File: src/swm_pkg.sv
// ---------------------------------------------------------------------------
// swm_pkg: shared types and constants for the Strassen-Winograd multiplier
// Item payloads, sequencer states, quadrant codes and the control and status
// groups passed between the top level and the multiply-accumulate unit.
// ---------------------------------------------------------------------------
package swm_pkg;

   localparam int ELEM_W  = 16;              // element width of A and B
   localparam int SUM_W   = ELEM_W + 3;      // Winograd sum of up to four elements
   localparam int PROD_W  = 2 * SUM_W;       // one sum by sum product
   localparam int C_W     = 48;              // result element width
   localparam int NPROD   = 7;               // quadrant products
   localparam int WORD_W  = NPROD * SUM_W;   // all seven sums of one position

   localparam logic [1:0] QD_11 = 2'd0;
   localparam logic [1:0] QD_12 = 2'd1;
   localparam logic [1:0] QD_21 = 2'd2;
   localparam logic [1:0] QD_22 = 2'd3;

   localparam logic [2:0] K_LAST = 3'd6;     // last product index

   typedef struct packed {
      logic signed [ELEM_W-1:0] a_value;
      logic signed [ELEM_W-1:0] b_value;
   } req_type;

   typedef struct packed {
      logic signed [C_W-1:0] c_value;
      logic                  last_element;
   } rsp_type;

   typedef enum logic [2:0] {
      ST_LOAD,
      ST_SUMS,
      ST_MULT,
      ST_OUT_RD,
      ST_OUT_LD,
      ST_OUT_HOLD
   } state_type;

   typedef struct packed {
      logic       valid;
      logic       first;     // first term of a dot product
      logic       x_end;     // last term of the last product of a position
      logic       all_end;   // last term of the whole multiply phase
      logic [2:0] k;         // product index
   } mac_ctl_type;

   typedef struct packed {
      logic done;            // result quadrants of one position are ready
      logic all_end;         // and it is the last position
   } mac_stat_type;

endpackage

File: src/swm_mac.sv
// ---------------------------------------------------------------------------
// swm_mac: shared multiply-accumulate unit
// Selects one Winograd sum pair, multiplies it, accumulates seven dot
// products per position and combines them into the four result quadrants.
// ---------------------------------------------------------------------------
module swm_mac (
   input  logic                                 clock,
   input  logic                                 reset,
   input  swm_pkg::mac_ctl_type                 ctl,
   input  logic [swm_pkg::WORD_W-1:0]           lft_word,
   input  logic [swm_pkg::WORD_W-1:0]           rgt_word,
   output swm_pkg::mac_stat_type                stat,
   output logic [3:0][swm_pkg::C_W-1:0]         c_quad
);

   logic signed [swm_pkg::SUM_W-1:0]  lft_sel;
   logic signed [swm_pkg::SUM_W-1:0]  rgt_sel;
   logic signed [swm_pkg::PROD_W-1:0] prod_ff;
   logic signed [swm_pkg::PROD_W-1:0] prod_in;
   swm_pkg::mac_ctl_type              ctl2_ff;
   swm_pkg::mac_ctl_type              ctl3_ff;
   logic signed [swm_pkg::C_W-1:0]    acc_ff [swm_pkg::NPROD];
   logic signed [swm_pkg::C_W-1:0]    acc_in;
   logic signed [swm_pkg::C_W-1:0]    prod_ext;
   logic signed [swm_pkg::C_W-1:0]    v1, v2, v3;

   // pick the sum pair of this product and multiply
   always_comb begin
      lft_sel = lft_word[ctl.k*swm_pkg::SUM_W +: swm_pkg::SUM_W];
      rgt_sel = rgt_word[ctl.k*swm_pkg::SUM_W +: swm_pkg::SUM_W];
      prod_in = lft_sel * rgt_sel;
   end

   always_ff @(posedge clock) begin
      prod_ff <= prod_in;
   end

   // advance the control tags
   always_ff @(posedge clock) begin
      if (reset) begin
         ctl2_ff <= '0;
         ctl3_ff <= '0;
      end else begin
         ctl2_ff <= ctl;
         ctl3_ff <= ctl2_ff;
      end
   end

   // accumulate into the slot of this product
   always_comb begin
      prod_ext = {{(swm_pkg::C_W-swm_pkg::PROD_W){prod_ff[swm_pkg::PROD_W-1]}}, prod_ff};
      acc_in   = ctl2_ff.first ? prod_ext : acc_ff[ctl2_ff.k] + prod_ext;
   end

   always_ff @(posedge clock) begin
      if (ctl2_ff.valid) begin
         acc_ff[ctl2_ff.k] <= acc_in;
      end
   end

   // combine the seven products into the result quadrants
   always_comb begin
      v1 = acc_ff[0] + acc_ff[1];
      v2 = v1 + acc_ff[3];
      v3 = acc_ff[4] + acc_ff[5];
      c_quad[swm_pkg::QD_11] = acc_ff[1] + acc_ff[2];
      c_quad[swm_pkg::QD_12] = v1 + v3;
      c_quad[swm_pkg::QD_21] = v2 - acc_ff[6];
      c_quad[swm_pkg::QD_22] = v2 + acc_ff[4];
      stat.done    = ctl3_ff.valid && ctl3_ff.x_end;
      stat.all_end = ctl3_ff.valid && ctl3_ff.all_end;
   end

   // a position ends only on the last product
   assert property (@(posedge clock) disable iff (reset)
      ctl.valid && ctl.x_end |-> ctl.k == swm_pkg::K_LAST)
      else $error("position ends before the last product");

   // the whole phase ends only at the end of a position
   assert property (@(posedge clock) disable iff (reset)
      ctl.valid && ctl.all_end |-> ctl.x_end)
      else $error("phase end without position end");

   // a done flag follows an issued last term through the ctl2 and ctl3 tag registers
   assert property (@(posedge clock) disable iff (reset)
      stat.done |-> $past(ctl.valid && ctl.x_end, 2))
      else $error("done flag without matching issue");

endmodule

File: config.mk
export PLATFORM = sky130hd
export DESIGN_NAME = swm_mac
export DESIGN_NICKNAME = d
export VERILOG_FILES = /design/src/swm_pkg.sv /design/src/swm_mac.sv
export SDC_FILE = /design/constraint.sdc
export NUM_CORES = 2
export LEC_CHECK = 0
export ABC_AREA = 1
export BUFFER_PORTS_ARGS = -buffer_cell sky130_fd_sc_hd__buf_2
export CAP_MARGIN = 30
export CORE_MARGIN = 4
export CORE_UTILIZATION = 25
export DETAILED_ROUTE_END_ITERATION = 6
export GPL_ROUTABILITY_DRIVEN = 0
export SLEW_MARGIN = 20
export SYNTH_ARGS = -nofsm -noshare
export SYNTH_HDL_FRONTEND = slang
export SYNTH_SLANG_ARGS = --single-unit
export TNS_END_PERCENT = 30
File: constraint.sdc
create_clock -name clock -period 9.1 [get_ports clock]
set_input_delay 1.365 -clock clock [delete_from_list [all_inputs] [get_ports clock]]
set_output_delay 1.365 -clock clock [all_outputs]
set_load 0.005 [all_outputs]
==> results.md <==
* Crit path time final at 8990 ps
* Starting DRT DRC Count at a little over 7000
* Overflow after GRT at 0
* Top cells by area, synth: edfxtp_1, fa_1, ha_1, nand2_1, inv_1
* Clock Skew at about 22 ps
* Crit path DAT at 7630 ps
* Syn_nets at around 8400
* Largest net degree at the start of global routing at between 150 and 200
* Place WS at 372 ps
* Worst-margin pin slew at ~960 ps
* Util after Layout at between 20% and 30%
* RSZ-0062 raised after global routing: true
* Initial antenna violation count at 7
* DR pass1 iterations at 6
* WP data required at 7740 ps
* Clk sink count at 432
* Core area at about 220000 µm²
* Mapped Cells at roughly 7200
* Syn Std Cell Area at roughly 54000 µm²
* Full die area at 225000 µm²
* CP most frequent cell: o21ai_0
* First-pass GRT wire length at about 330000 µm
* CTS tree: done
* Max Slew Vio Count at 0
* Reg clk slew, reported paths at roughly 60 ps
* Yosys top cell area share at between 20% and 30%
* Crit Path Category: register to primary output
* Via density at between 5 and 6
* Total GRT Usage at a little under a fifth
* Synth warn at 0
* Tcrit/Tclk final at 98.8%
* Max clock buf depth at 3
* Status: completed
* Ys async rst share at 0%
* Worst skew pair latency at 620 ps
* Root Buffer: clkbuf_16
* Slowest-stage cell, CP: edfxtp_1
* Most common cell after layout, fill and taps aside: nand2_1
* Clock H-tree levels at 2
* Via Count at around 54000
* Crit path launch type: register
* Hold/Removal Path Class: register to register
* Row cnt at between 150 and 200
* Synth cell types at slightly above 60
* Max_slew headroom at 35.8%
* I/O pins at ~470
* Hold-fix buffers at CTS at 0
* Total of max-cap violations at 0
* Die outline height at approximately 470 µm
* Synthesis-stage register bit count at roughly 430
* Fmax at 111 MHz
* CTS Buf Count at 48
* Final wirelength at around 230000 µm
* Setup WS post-layout at around 110 ps
* Post-synthesis sequential area ratio at a little under a quarter
* Die X at approximately 470 µm
* WL/cell at between 20 and 25 µm
* Most common flop cell mapped by yosys: edfxtp_1
* Initial Util at roughly 25%
* Crit path max fanout at 5
* CP Capture Type: primary output
* Final HPWL DP at 191000 µm
* DRT antenna net count at 0
* PortBufs at between 400 and 500
* Vias in the first global route at roughly 53000
* Final setup fails at 0
* Largest area contributor in the netlist: edfxtp_1
* Syn Area/Cell at 7.49 µm²
* Max incr delay on CP at ~480 ps
* DRC at 0
* Fraction of layout cells with a size suffix above 1 at 9.72%
* Final Hold Fails at 0
* Layout area overhead at 13.9%
* Nets at around 8800
* Commonest cells after routing, fill and taps aside: nand2_1, inv_1, nor2_1
* Post-synth EDFFs at between 300 and 400
## final timing paths
check	slack, ps	from	to	depth (start not counted)
hold / removal	410	ctl2_ff[4]	ctl3_ff[4]	2
hold reg to reg	410	ctl2_ff[4]	ctl3_ff[4]	2
setup / recovery	110	acc_ff[1][1]	c_quad[127]	28
setup reg to reg	3330	ctl2_ff[1]	acc_ff[1][36]	16
## cell usage after synthesis, types with 23 or more instances
cell	count
o22ai_1	39
o21bai_1	61
a21oi_1	541
nor4_1	23
xnor2_1	108
clkbuf_1	79
nand3_1	241
inv_1	1198
o21ai_0	613
a31oi_1	74
o2111ai_1	48
dfxtp_1	48
a21o_1	46
o21a_1	26
nand4_1	38
fa_1	423
ha_1	442
xor2_1	212
nand2_1	1294
nor3_1	42
edfxtp_1	384
nor2_1	968
buf_2	61
## metrics by stage
| step | instances | setup TNS, ps | cell area (µm²) | hold slack [ps] |
|---|---|---|---|---|
| 2_1_floorplan | 7246 | 0 | 54300 | 388 |
| 3_3_place_gp | 10500 | 0 | 60100 | 391 |
| 3_5_place_dp | 10500 | 0 | 60200 | 401 |
| 4_1_cts | 10600 | 0 | 61600 | 408 |
| 5_1_grt | 10600 | -441 | 61800 | 448 |
| 6_report | 10600 | 0 | 61800 | 406 |
## layer usage
metal | global-route usage [%] | share of wire [%]
met2 | 30.7 | 44
met5 | 0 | 0.021
met3 | 2.88 | 10
met4 | 8.44 | 5.5
met1 | 25.6 | 41
## flip-flops by register name, indices dropped and copies added, names as in the netlist
| register | count |
|---|---|
| prod_ff | 38 |
| ctl3_ff | 3 |
| acc_ff | 384 |
| ctl2_ff | 7 |
## cell type report
class / instances / area (µm²)
repair buffers: 556 / 3030
clock buffers: 55 / 1230
clock inverters: 31 / 269
diodes: 1 / 2.50
flip-flops and latches: 432 / 12500
well taps: 2838 / 3550
inverters: 1209 / 4540
fillers: 23300 / 153000
multi-input cells: 5443 / 36700
## worst max-delay path, delay by kind of cell (launching register included)
| family | cells | cell delay (ps) |
|---|---|---|
| compound gates | 12 | 2570 |
| simple gates | 7 | 1180 |
| flops | 1 | 480 |
| fa+ha+maj | 3 | 1150 |
| buf+inv | 3 | 580 |
| xor+xnor | 3 | 1020 |
## kinds of logic (layout without fill, tap and decap cells)
kind of cell               after synthesis  count (layout)  share of synthesized area (%)
adders and majority gates              865             865                           25.8
xor gates and xnor gates               321             321                           5.19
buffers and inverters                 1371            1851                           9.67
other                                    0               1                              0
AOI/OAI and AO/OA                     1566            1566                           16.4
and+or+nand+nor                       2691            2691                           20.0
DFF                                    432             432                           23.0
## timing repair
action / CTS / global route
setup buffers: 0 / 4
endpoints found under the setup margin: 2 / 34
gates resized for setup: 1 / 21
pin swaps: 0 / 3
Power is left out: the tool's default activity adds up to more than one toggle a clock period on the data nets, which glitch-free logic cannot reach.
